### config.mk
export PLATFORM = sky130hd
export DESIGN_NAME = ycbcr_to_rgb565_converter_core
export DESIGN_NICKNAME = d
export VERILOG_FILES = /design/src/sv/y2r_pkg.sv /design/src/sv/ycbcr_to_rgb565_converter_core.sv /design/src/sv/y2r_pack.sv
export SDC_FILE = /design/constraint.sdc
export NUM_CORES = 1
export LEC_CHECK = 0
export BUFFER_PORTS_ARGS = -buffer_cell sky130_fd_sc_hd__buf_2
export CORE_MARGIN = 2
export CORE_UTILIZATION = 40
export CTS_CLUSTER_DIAMETER = 40
export DETAILED_ROUTE_END_ITERATION = 8
export PLACE_DENSITY_LB_ADDON = 0.25
export SETUP_SLACK_MARGIN = 0.1
export SLEW_MARGIN = 25
export SYNTH_ARGS = -nofsm -noshare
export SYNTH_HDL_FRONTEND = slang
export SYNTH_SLANG_ARGS = --single-unit
### constraint.sdc
create_clock -name i_clk -period 20.3 [get_ports i_clk]
set_input_delay 2.03 -clock i_clk [delete_from_list [all_inputs] [get_ports i_clk]]
set_output_delay 2.03 -clock i_clk [all_outputs]
set_load 0.1 [all_outputs]
### src/sv/y2r_pkg.sv
// Package for the YCbCr to RGB565 converter: request and response structs,
// conversion constants and the small arithmetic helpers. No dependencies.
package y2r_pkg;

    // Field widths.
    localparam int LUMA_W  = 8;
    localparam int CHAN_W  = 8;
    localparam int PIX_W   = 16;
    localparam int CHR_W   = 9;   // chroma after removing the 128 offset
    localparam int PROD_W  = 18;  // chroma times scale factor
    localparam int FRAC_W  = 8;   // scale is over 256
    localparam int TERM_W  = PROD_W - FRAC_W;
    localparam int SUM_W   = 11;  // luma plus or minus the chroma terms

    // Conversion constants.
    localparam logic [CHAN_W-1:0]        CHROMA_OFFSET = 8'd128;
    localparam logic signed [PROD_W-1:0] K_CR_TO_R     = 18'sd359;
    localparam logic signed [PROD_W-1:0] K_CB_TO_G     = 18'sd88;
    localparam logic signed [PROD_W-1:0] K_CR_TO_G     = 18'sd183;
    localparam logic signed [PROD_W-1:0] K_CB_TO_B     = 18'sd454;
    localparam logic signed [PROD_W-1:0] ROUND_ADJ     = 18'sd255;
    localparam logic signed [SUM_W-1:0]  CHAN_MAX      = 11'sd255;

    // One input request.
    typedef struct packed {
        logic [LUMA_W-1:0] luma_first;
        logic [LUMA_W-1:0] luma_second;
        logic [CHAN_W-1:0] chroma_blue;
        logic [CHAN_W-1:0] chroma_red;
        logic              frame_end_in;
    } t_ycc_req;

    // One output response.
    typedef struct packed {
        logic [PIX_W-1:0] first_pixel;
        logic [PIX_W-1:0] second_pixel;
        logic             second_valid;
        logic             frame_end_out;
    } t_rgb_rsp;

    // Signed divide by 256 that truncates toward zero: negative values are
    // biased by 255 before the arithmetic shift.
    function automatic logic signed [TERM_W-1:0] div_scale(
        input logic signed [PROD_W-1:0] prod
    );
        logic signed [PROD_W-1:0] adj;
        adj = prod[PROD_W-1] ? (prod + ROUND_ADJ) : prod;
        return adj[PROD_W-1:FRAC_W];
    endfunction

    // Clamp a signed channel sum to 0..255.
    function automatic logic [CHAN_W-1:0] clamp_chan(input logic signed [SUM_W-1:0] v);
        logic [CHAN_W-1:0] res;
        if (v[SUM_W-1]) begin
            res = '0;
        end else if (v > CHAN_MAX) begin
            res = CHAN_MAX[CHAN_W-1:0];
        end else begin
            res = v[CHAN_W-1:0];
        end
        return res;
    endfunction

endpackage

### src/sv/ycbcr_to_rgb565_converter_core.sv
// Top level of the YCbCr to RGB565 converter: four-stage pipeline with
// valid bits per stage. Depends on y2r_pkg and y2r_pack.
//
//  Channel   Signals                          Direction  Payload
//  input     i_valid / o_ready / i_req        in         t_ycc_req
//  output    o_valid / i_ready / o_rsp        out        t_rgb_rsp
//  config    i_cfg_we / i_cfg_wdata           in         pair_mode, 1 bit
//
// One request enters per clock while o_ready is high; its response leaves from the stage 4 register.
// Stages: chroma offset, constant multiplies, truncating divide, sum/clamp/pack.
// Each stage holds while the one after it is full and stalled, so a stall
// on the output drops and repeats nothing. Synchronous active-low reset
// empties the pipeline and clears pair_mode.
module ycbcr_to_rgb565_converter_core (
    input  logic              i_clk,
    input  logic              i_rst_n,
    input  logic              i_cfg_we,
    input  logic              i_cfg_wdata,
    input  logic              i_valid,
    output logic              o_ready,
    input  y2r_pkg::t_ycc_req i_req,
    output logic              o_valid,
    input  logic              i_ready,
    output y2r_pkg::t_rgb_rsp o_rsp
);
    import y2r_pkg::*;

    logic r_pair_mode;

    // Stage 1: chroma with offset removed.
    logic                     r_s1_v;
    logic [LUMA_W-1:0]        r_s1_y0, r_s1_y1;
    logic signed [CHR_W-1:0]  r_s1_cb, r_s1_cr;
    logic                     r_s1_fe, r_s1_pm;
    // Stage 2: scaled chroma products.
    logic                     r_s2_v;
    logic [LUMA_W-1:0]        r_s2_y0, r_s2_y1;
    logic signed [PROD_W-1:0] r_s2_p_r, r_s2_p_gb, r_s2_p_gr, r_s2_p_b;
    logic                     r_s2_fe, r_s2_pm;
    // Stage 3: chroma terms after the divide.
    logic                     r_s3_v;
    logic [LUMA_W-1:0]        r_s3_y0, r_s3_y1;
    logic signed [TERM_W-1:0] r_s3_t_r, r_s3_t_gb, r_s3_t_gr, r_s3_t_b;
    logic                     r_s3_fe, r_s3_pm;
    // Stage 4: output register.
    logic                     r_out_v;
    t_rgb_rsp                 r_out;
    t_rgb_rsp                 n_out;

    logic en1, en2, en3, en4;
    logic [PIX_W-1:0] pix0, pix1;
    logic signed [CHR_W-1:0]  n_s1_cb, n_s1_cr;
    logic signed [PROD_W-1:0] cb_ext, cr_ext;

    // A stage may load when it is empty or the stage after it moves.
    always_comb begin
        en4 = !r_out_v || i_ready;
        en3 = !r_s3_v || en4;
        en2 = !r_s2_v || en3;
        en1 = !r_s1_v || en2;
    end

    assign o_ready = en1;
    assign o_valid = r_out_v;
    assign o_rsp   = r_out;

    // Configuration register.
    always_ff @(posedge i_clk) begin
        if (!i_rst_n) begin
            r_pair_mode <= 1'b0;
        end else if (i_cfg_we) begin
            r_pair_mode <= i_cfg_wdata;
        end
    end

    // Valid bits travel with the data.
    always_ff @(posedge i_clk) begin
        if (!i_rst_n) begin
            r_s1_v  <= 1'b0;
            r_s2_v  <= 1'b0;
            r_s3_v  <= 1'b0;
            r_out_v <= 1'b0;
        end else begin
            if (en1) r_s1_v  <= i_valid;
            if (en2) r_s2_v  <= r_s1_v;
            if (en3) r_s3_v  <= r_s2_v;
            if (en4) r_out_v <= r_s3_v;
        end
    end

    // Stage 1 offset removal.
    always_comb begin
        n_s1_cb = $signed({1'b0, i_req.chroma_blue}) - $signed({1'b0, CHROMA_OFFSET});
        n_s1_cr = $signed({1'b0, i_req.chroma_red})  - $signed({1'b0, CHROMA_OFFSET});
    end

    always_ff @(posedge i_clk) begin
        if (en1 && i_valid) begin
            r_s1_y0 <= i_req.luma_first;
            r_s1_y1 <= i_req.luma_second;
            r_s1_cb <= n_s1_cb;
            r_s1_cr <= n_s1_cr;
            r_s1_fe <= i_req.frame_end_in;
            r_s1_pm <= r_pair_mode;
        end
    end

    // Stage 2 constant multiplies.
    always_comb begin
        cb_ext = PROD_W'(r_s1_cb);
        cr_ext = PROD_W'(r_s1_cr);
    end

    always_ff @(posedge i_clk) begin
        if (en2 && r_s1_v) begin
            r_s2_y0   <= r_s1_y0;
            r_s2_y1   <= r_s1_y1;
            r_s2_p_r  <= cr_ext * K_CR_TO_R;
            r_s2_p_gb <= cb_ext * K_CB_TO_G;
            r_s2_p_gr <= cr_ext * K_CR_TO_G;
            r_s2_p_b  <= cb_ext * K_CB_TO_B;
            r_s2_fe   <= r_s1_fe;
            r_s2_pm   <= r_s1_pm;
        end
    end

    // Stage 3 divide by 256 toward zero, each term on its own.
    always_ff @(posedge i_clk) begin
        if (en3 && r_s2_v) begin
            r_s3_y0   <= r_s2_y0;
            r_s3_y1   <= r_s2_y1;
            r_s3_t_r  <= div_scale(r_s2_p_r);
            r_s3_t_gb <= div_scale(r_s2_p_gb);
            r_s3_t_gr <= div_scale(r_s2_p_gr);
            r_s3_t_b  <= div_scale(r_s2_p_b);
            r_s3_fe   <= r_s2_fe;
            r_s3_pm   <= r_s2_pm;
        end
    end

    // Stage 4 sums, clamps and packs both pixels.
    y2r_pack u_pack_first (
        .i_luma      (r_s3_y0),
        .i_r_term    (r_s3_t_r),
        .i_g_term_cb (r_s3_t_gb),
        .i_g_term_cr (r_s3_t_gr),
        .i_b_term    (r_s3_t_b),
        .o_pixel     (pix0)
    );

    y2r_pack u_pack_second (
        .i_luma      (r_s3_y1),
        .i_r_term    (r_s3_t_r),
        .i_g_term_cb (r_s3_t_gb),
        .i_g_term_cr (r_s3_t_gr),
        .i_b_term    (r_s3_t_b),
        .o_pixel     (pix1)
    );

    always_comb begin
        n_out.first_pixel   = pix0;
        n_out.second_pixel  = r_s3_pm ? pix1 : '0;
        n_out.second_valid  = r_s3_pm;
        n_out.frame_end_out = r_s3_fe;
    end

    always_ff @(posedge i_clk) begin
        if (en4 && r_s3_v) begin
            r_out <= n_out;
        end
    end

    // Reset empties the output stage.
    a_reset_empty: assert property (@(posedge i_clk) !i_rst_n |=> !o_valid)
        else $error("output valid right after reset");

    // A single-pixel response carries a zero second pixel.
    a_second_zero: assert property (@(posedge i_clk) disable iff (!i_rst_n)
        o_valid && !o_rsp.second_valid |-> o_rsp.second_pixel == '0)
        else $error("second pixel not zero in single mode");

    // Input is refused only when every stage is full.
    a_full_when_stalled: assert property (@(posedge i_clk) disable iff (!i_rst_n)
        !o_ready |-> r_s1_v && r_s2_v && r_s3_v && r_out_v && !i_ready)
        else $error("input stalled with a bubble in the pipeline");

    // A stage that moved forward leaves its data in the next stage.
    a_stage_advance: assert property (@(posedge i_clk) disable iff (!i_rst_n)
        r_s3_v && en4 |=> o_valid)
        else $error("stage three request lost");

endmodule

### src/sv/y2r_pack.sv
// One pixel's final step: adds or subtracts the chroma terms from luma, clamps
// each channel and packs 5-6-5. Depends on y2r_pkg.
module y2r_pack (
    input  logic [y2r_pkg::LUMA_W-1:0]        i_luma,
    input  logic signed [y2r_pkg::TERM_W-1:0] i_r_term,
    input  logic signed [y2r_pkg::TERM_W-1:0] i_g_term_cb,
    input  logic signed [y2r_pkg::TERM_W-1:0] i_g_term_cr,
    input  logic signed [y2r_pkg::TERM_W-1:0] i_b_term,
    output logic [y2r_pkg::PIX_W-1:0]         o_pixel
);
    import y2r_pkg::*;

    logic signed [SUM_W-1:0] luma_s;
    logic signed [SUM_W-1:0] sum_r;
    logic signed [SUM_W-1:0] sum_g;
    logic signed [SUM_W-1:0] sum_b;
    logic [CHAN_W-1:0]       chan_r;
    logic [CHAN_W-1:0]       chan_g;
    logic [CHAN_W-1:0]       chan_b;

    // Channel sums; the two green terms were truncated separately upstream.
    always_comb begin
        luma_s = $signed({{(SUM_W-LUMA_W){1'b0}}, i_luma});
        sum_r  = luma_s + SUM_W'(i_r_term);
        sum_g  = luma_s - SUM_W'(i_g_term_cb) - SUM_W'(i_g_term_cr);
        sum_b  = luma_s + SUM_W'(i_b_term);
    end

    // Clamp and keep the top bits of each channel.
    always_comb begin
        chan_r  = clamp_chan(sum_r);
        chan_g  = clamp_chan(sum_g);
        chan_b  = clamp_chan(sum_b);
        o_pixel = {chan_r[7:3], chan_g[7:2], chan_b[7:3]};
    end

endmodule
Yosys cells after proc, flatten, opt, wreduce, memory -nomap -nowiden
Cells that the tools add are included.
{"block": "word_totals", "ff_bits": 219, "in_bits": 39, "out_inout_bits": 36, "wordCells": 89}
{"block": "op_classes", "addsub": 14, "multipliers": 4, "magnitude_cmp": 6, "n_mux": 10, "bitwise_logic": 1, "n_reduce_logical": 15}
{"cell": "18-bit by 9-bit adder with 18-bit output, second input constant", "count": 4}
{"cell": "17-bit two-way mux", "count": 4}
{"cell": "11-bit by 9-bit > comparator with 1-bit output, second input constant", "count": 6}
{"cell": "8-bit two-way mux", "count": 6}
{"cell": "9-bit by 10-bit adder with 11-bit output", "count": 4}
{"cell": "11-bit by 10-bit subtractor with 11-bit output", "count": 2}
{"cell": "9-bit by 10-bit subtractor with 11-bit output", "count": 2}
{"cell": "9-bit by 10-bit multiplier with 18-bit output, second input constant", "count": 1}
{"cell": "9-bit by 9-bit multiplier with 18-bit output, second input constant", "count": 1}
{"cell": "8-bit by 8-bit subtractor with 9-bit output, second input constant", "count": 2}
{"cell": "9-bit by 9-bit multiplier with 17-bit output, second input constant", "count": 1}
{"cell": "9-bit by 5-bit multiplier with 14-bit output, second input constant", "count": 1}
{"cell": "2-bit OR reduction", "count": 3}
{"cell": "1-bit logical AND", "count": 4}
{"cell": "1-bit zero test", "count": 4}
{"cell": "1-bit logical OR", "count": 4}
{"cell": "1-bit inverter", "count": 1}

Depth between registers and ports, before layout
{"block": "logic_depth", "word_depth": 6, "depth_mapped": 17, "depth_no_buf": 17}

Modules after synthesis
Synthesis repeated with hierarchy kept, for this count alone.
{"block": "hier_totals", "cells_unflattened": 1381, "hier_area_um2": 15751.4}
{"mod": "ycbcr_to_rgb565_converter_core", "instances": 1, "cells_each": 947, "area_each_um2": 12415.7}
{"mod": "y2r_pack at u_pack_first", "instances": 1, "cells_each": 215, "area_each_um2": 1671.6}
{"mod": "y2r_pack at u_pack_second", "instances": 1, "cells_each": 219, "area_each_um2": 1664.1}

Least setup slack after synthesis
No wires, ideal clock.
{"block": "synth_timing", "kind": "input-to-reg", "start": "input port i_ready", "end": "register r_s2_fe (enable)", "arrival_ps": 8137, "path_slack_ps": 11523, "stages": 3, "cell_sequence": "nor2b_1 > and2_0 > a21boi_0"}
{"block": "synth_via", "elab_chain_cells": 4}
{"element": "start, declared", "line_no": "ycbcr_to_rgb565_converter_core.sv:23", "source": "input logic i_ready,"}
{"element": "1-bit logical OR", "line_no": "ycbcr_to_rgb565_converter_core.sv:57", "source": "en4 = !r_out_v || i_ready;"}
{"element": "1-bit logical OR", "line_no": "ycbcr_to_rgb565_converter_core.sv:58", "source": "en3 = !r_s3_v || en4;"}
{"element": "1-bit logical OR", "line_no": "ycbcr_to_rgb565_converter_core.sv:59", "source": "en2 = !r_s2_v || en3;"}
{"element": "1-bit logical AND", "line_no": "ycbcr_to_rgb565_converter_core.sv:115", "source": "if (en2 && r_s1_v) begin"}
{"element": "end signal, assigned", "line_no": "ycbcr_to_rgb565_converter_core.sv:122", "source": "r_s2_fe <= r_s1_fe;"}
{"element": "end, declared", "line_no": "ycbcr_to_rgb565_converter_core.sv:39", "source": "logic r_s2_fe, r_s2_pm;"}
No other way between the ends.
A chain may end at the register's enable or synchronous reset.

Worst setup path in the final report
{"block": "layout_timing", "start": "input port i_ready", "end": "output port o_ready"}
{"block": "layout_via", "elab_chain_cells": 4}
{"element": "1-bit logical OR", "line_no": "ycbcr_to_rgb565_converter_core.sv:57"}
{"element": "1-bit logical OR", "line_no": "ycbcr_to_rgb565_converter_core.sv:58"}
{"element": "1-bit logical OR", "line_no": "ycbcr_to_rgb565_converter_core.sv:59"}
{"element": "1-bit logical OR", "line_no": "ycbcr_to_rgb565_converter_core.sv:60", "source": "en1 = !r_s1_v || en2;"}
{"element": "end, declared", "line_no": "ycbcr_to_rgb565_converter_core.sv:20", "source": "output logic o_ready,"}
No other way between the ends.

==> flow_summary.html <==
<table>
<tr><th>Metric</th><th>Value</th></tr>
<tr><th colspan="2">Floorplan</th></tr>
<tr><td>Std cell rows</td><td>70</td></tr>
<tr><td>Floorplan Core Area</td><td>36800 um2</td></tr>
<tr><td>Die boundary height</td><td>198 um</td></tr>
<tr><td>Starting density of the core</td><td>40.8%</td></tr>
<tr><td>Full die area</td><td>39100 um2</td></tr>
<tr><td>Die span in x</td><td>198 um</td></tr>
<tr><td>Boundary pin count</td><td>75</td></tr>
<tr><th colspan="2">STA</th></tr>
<tr><td>Unrepaired setup endpoints after global routing</td><td>no</td></tr>
<tr><td>Final Hold Viols</td><td>0</td></tr>
<tr><td>Max_slew headroom</td><td>37.7%</td></tr>
<tr><td>Final max-slew violation count</td><td>0</td></tr>
<tr><td>Worst-margin pin slew</td><td>0.935 ns</td></tr>
<tr><td>Post-Route Skew</td><td>0.0275 ns</td></tr>
<tr><td>Maximum clock frequency</td><td>182 MHz</td></tr>
<tr><td>Final setup violating endpoints</td><td>0</td></tr>
<tr><td>Worst slack on hold paths</td><td>0.387 ns</td></tr>
<tr><td>Total negative slack</td><td>0 ns</td></tr>
<tr><td>Fraction of the cycle the final worst path needs</td><td>27.0%</td></tr>
<tr><td>Minimum period implied by the final worst setup slack</td><td>5.48 ns</td></tr>
<tr><th colspan="2">Setup path</th></tr>
<tr><td>Maximum fanout along the worst path</td><td>6</td></tr>
<tr><td>Setup slack of the most critical reg-to-reg path</td><td>14.93 ns</td></tr>
<tr><td>Source of the worst register-to-register timing path</td><td>r_s1_cr[7]</td></tr>
<tr><td>Crit. End Element</td><td>output pin</td></tr>
<tr><td>Required time of the critical path</td><td>18.27 ns</td></tr>
<tr><td>Top cell by count, worst path</td><td>sky130_fd_sc_hd__buf_2</td></tr>
<tr><td>Max stage delay cell, worst path</td><td>sky130_fd_sc_hd__and2_0</td></tr>
<tr><td>Cells on worst reg2reg path</td><td>14</td></tr>
<tr><td>Sequence of cells on the critical path</td><td>buf_2 &gt; nor2b_1 &gt; and2_0 &gt; nand3_1 &gt; buf_2</td></tr>
<tr><td>CP Launch Type</td><td>input port</td></tr>
<tr><td>Crit path arrival time</td><td>3.45 ns</td></tr>
<tr><td>CP Buf/Inv Count</td><td>2</td></tr>
<tr><td>Critical path class</td><td>input port to output pin</td></tr>
<tr><td>Capturing point of the worst reg2reg path</td><td>r_s2_p_r[16]</td></tr>
<tr><td>Crit path depth</td><td>5</td></tr>
<tr><td>Slowest stage delay, CP</td><td>0.54 ns</td></tr>
<tr><td>Kind of cell adding the most delay to the critical path</td><td>simple AND/OR/NAND/NOR gates</td></tr>
<tr><th colspan="2">Global route</th></tr>
<tr><td>Global route overflow</td><td>0</td></tr>
<tr><td>GRT Total Usage</td><td>15.8%</td></tr>
<tr><td>Initial antenna violation count</td><td>0</td></tr>
<tr><td>Wire length of the first global-routing pass</td><td>48400 um</td></tr>
<tr><td>Largest net degree at the start of global routing</td><td>73</td></tr>
<tr><td>Number of global-route vias before repair</td><td>9551</td></tr>
<tr><th colspan="2">Pwr</th></tr>
<tr><td>Power density normalized to cell area</td><td>122 nW/um2</td></tr>
<tr><td>Post-route total power</td><td>0.00211 W</td></tr>
<tr><td>Maximum VDD drop</td><td>53.0 uV</td></tr>
<tr><td>Leakage power figure</td><td>7.52 nW</td></tr>
<tr><th colspan="2">Cells and area</th></tr>
<tr><td>Total area of sequential cells</td><td>6290 um2</td></tr>
<tr><td>Final Non-Filler Cells</td><td>1897</td></tr>
<tr><td>Layout overhead on the synthesized area</td><td>15.3%</td></tr>
<tr><td>Ant. Diodes</td><td>0</td></tr>
<tr><td>Filler instances</td><td>3316</td></tr>
<tr><td>Commonest cells after routing, fill and taps aside</td><td>sky130_fd_sc_hd__edfxtp_1 (206), sky130_fd_sc_hd__ha_1 (201), sky130_fd_sc_hd__inv_1 (197), sky130_fd_sc_hd__xnor2_1 (88), sky130_fd_sc_hd__fa_1 (80)</td></tr>
<tr><td>Most common cell after layout, fill and taps aside</td><td>sky130_fd_sc_hd__edfxtp_1</td></tr>
<tr><td>Area of all placed cells without fillers</td><td>17300 um2</td></tr>
<tr><td>Share of cells above drive strength 1</td><td>11.5%</td></tr>
<tr><td>Multi-input gate area</td><td>7990 um2</td></tr>
<tr><td>Number of nets in the layout</td><td>1720</td></tr>
<tr><th colspan="2">Min path</th></tr>
<tr><td>Launch point of the worst hold path</td><td>r_s1_y1[0]</td></tr>
<tr><td>Worst min-delay path class</td><td>flop to flop</td></tr>
<tr><td>Hold Path Sink</td><td>r_s2_y1[0]</td></tr>
<tr><td>Instance count along the most critical hold path</td><td>0</td></tr>
<tr><th colspan="2">Placed design</th></tr>
<tr><td>Cell Area, Placed</td><td>16000 um2</td></tr>
<tr><td>Count of port buffers added during placement</td><td>74</td></tr>
<tr><td>Hpwl dp</td><td>22800 um</td></tr>
<tr><td>Number of cells in the design after placement</td><td>1827</td></tr>
<tr><td>Routability Congestion</td><td>0.887</td></tr>
<tr><th colspan="2">Clocking</th></tr>
<tr><td>Clock root buffer</td><td>sky130_fd_sc_hd__clkbuf_16</td></tr>
<tr><td>Count of cells resized by post-cts repair</td><td>0</td></tr>
<tr><td>Clock slew at the register clock pins of the worst setup and hold paths</td><td>0.06 ns</td></tr>
<tr><td>Post-CTS setup repair buffer count</td><td>0</td></tr>
<tr><td>Max Root-Sink Buffers</td><td>3</td></tr>
<tr><td>Total clock buffers created by CTS</td><td>39</td></tr>
<tr><td>TritonCTS clock tree</td><td>yes</td></tr>
<tr><td>Clk sinks</td><td>211</td></tr>
<tr><td>Clock Latency Late Sink</td><td>0.56 ns</td></tr>
<tr><td>Number of H-tree branching levels</td><td>2</td></tr>
<tr><td>Quantity of hold-fixing buffers added after cts</td><td>0</td></tr>
<tr><th colspan="2">Yosys</th></tr>
<tr><td>Seq/Total Area, Yosys</td><td>41.9%</td></tr>
<tr><td>Synth Cell Area</td><td>15000 um2</td></tr>
<tr><td>Synthesized instance count</td><td>1288</td></tr>
<tr><td>Number of synthesis warnings</td><td>0</td></tr>
<tr><td>Most used flip-flop cell after synthesis</td><td>sky130_fd_sc_hd__edfxtp_1</td></tr>
<tr><td>Net count after synthesis</td><td>1608</td></tr>
<tr><td>Flip-flop and latch count after synthesis</td><td>211</td></tr>
<tr><td>Count of different cell masters after synthesis</td><td>67</td></tr>
<tr><td>EDFF count, synth</td><td>206</td></tr>
<tr><td>Fraction of synthesis flops using an asynchronous set or reset pin</td><td>0%</td></tr>
<tr><td>Mean instance size in the synthesized netlist</td><td>11.6 um2</td></tr>
<tr><th colspan="2">Detailed routing</th></tr>
<tr><td>Number of nets with antenna violations after detailed routing</td><td>0</td></tr>
<tr><td>Number of vias in the routed layout</td><td>9306</td></tr>
<tr><td>Wirelength, routed</td><td>28900 um</td></tr>
<tr><td>Wire length per cell after detailed routing</td><td>15.2 um</td></tr>
<tr><td>Initial detailed-routing violation count</td><td>399</td></tr>
<tr><td>Detail-routed via count per cell</td><td>4.91</td></tr>
<tr><td>Detailed-routing iteration count for the pre-antenna-repair pass</td><td>4</td></tr>
<tr><td>Residual DRC</td><td>0</td></tr>
<tr><th colspan="2">Run</th></tr>
<tr><td>Max-cap viol count</td><td>0</td></tr>
<tr><th colspan="2">Status</th></tr>
<tr><td>Status</td><td>complete, no violations</td></tr>
</table>
[Yosys cell counts, types with 5 or more instances]
master	n	area, um2
sky130_fd_sc_hd__nor3_1	16	80.1
sky130_fd_sc_hd__nor2b_1	12	75.1
sky130_fd_sc_hd__a21boi_0	7	52.6
sky130_fd_sc_hd__edfxtp_1	206	6190
sky130_fd_sc_hd__o211a_1	6	60.1
sky130_fd_sc_hd__nand4_1	7	43.8
sky130_fd_sc_hd__a21oi_1	51	255
sky130_fd_sc_hd__o21a_1	48	360
sky130_fd_sc_hd__and3_1	12	75.1
sky130_fd_sc_hd__nand3_1	31	155
sky130_fd_sc_hd__nor2_1	69	259
sky130_fd_sc_hd__nor4_1	7	43.8
sky130_fd_sc_hd__inv_1	197	739
sky130_fd_sc_hd__nand2_1	60	225
sky130_fd_sc_hd__and2_1	7	43.8
sky130_fd_sc_hd__or2_2	5	31.3
sky130_fd_sc_hd__dfxtp_1	5	100
sky130_fd_sc_hd__xnor2_1	88	771
sky130_fd_sc_hd__xor2_1	32	280
sky130_fd_sc_hd__a21o_1	20	150
sky130_fd_sc_hd__fa_1	80	1600
sky130_fd_sc_hd__o211ai_1	7	52.6
sky130_fd_sc_hd__a31oi_1	6	37.5
sky130_fd_sc_hd__ha_1	201	2510
sky130_fd_sc_hd__o21ai_0	38	190
[per-stage QoR]
stage	util [%]	worst slack (ns)
2_1_floorplan	-	11.52
3_3_place_gp	43.5	14.84
3_5_place_dp	43.5	14.83
4_1_cts	47.0	14.82
5_1_grt	47.0	14.56
6_report	47.0	14.82
[per-layer routing]
layer | vias up | wire (um) | global-route usage (%)
met5 | - | 0 | 0
met4 | 0 | 704 | 6.15
met3 | 39 | 1040 | 2.94
met2 | 118 | 13500 | 25.8
met1 | 4394 | 13700 | 20.9
li1 | 4755 | - | -
[sequential cells by signal, summed over array words and instances (netlist names), 10 cells and up]
name	count
o_rsp	34
r_s2_p_b	17
r_s2_p_gb	11
r_s2_p_gr	16
r_s2_p_r	18
r_s3_t_b	10
r_s3_t_gb	10
r_s3_t_gr	10
r_s3_t_r	10
[final cells by class]
type / count / share of cell area [%]
Inverter: 197 / 4.28
Timing Repair Buffer: 77 / 2.27
Clock buffer: 44 / 5.88
Sequential cell: 211 / 36.4
Multi-Input combinational cell: 874 / 46.2
Tap cell: 468 / 3.39
Clock inverter: 26 / 1.62
[report_power, final]
group	internal, W	total, W	switching [W]
clock network	0.000396	0.000632	0.000236
logic	0.000378	0.000845	0.000467
registers	0.000589	0.000634	0.0000446
total	0.00136	0.00211	0.000748
[cells by family (layout without fill, tap and decap cells)]
| kind of cell | after synthesis | after routing | synth area share (%) |
|---|---|---|---|
| XOR/XNOR | 120 | 120 | 7.01 |
| AO/OA/AOI/OAI | 228 | 228 | 10.6 |
| multiplexers | 4 | 4 | 0.267 |
| adder cells (fa/ha/maj) | 281 | 281 | 27.4 |
| buffers and inverters | 203 | 344 | 5.10 |
| AND/OR/NAND/NOR | 241 | 241 | 7.63 |
| flip-flops | 211 | 211 | 41.9 |
[worst max path at each step]
stage,startpoint,endpoint,slack (ns)
3_3_place_gp,i_ready,o_ready,14.84
2_1_floorplan,i_ready,r_s2_fe,11.52
6_report,i_ready,o_ready,14.82
4_1_cts,i_ready,o_ready,14.82
3_5_place_dp,i_ready,o_ready,14.83
5_1_grt,r_s1_cr[7],r_s2_p_r[16],14.56
Power figures use the tool's default switching activity.
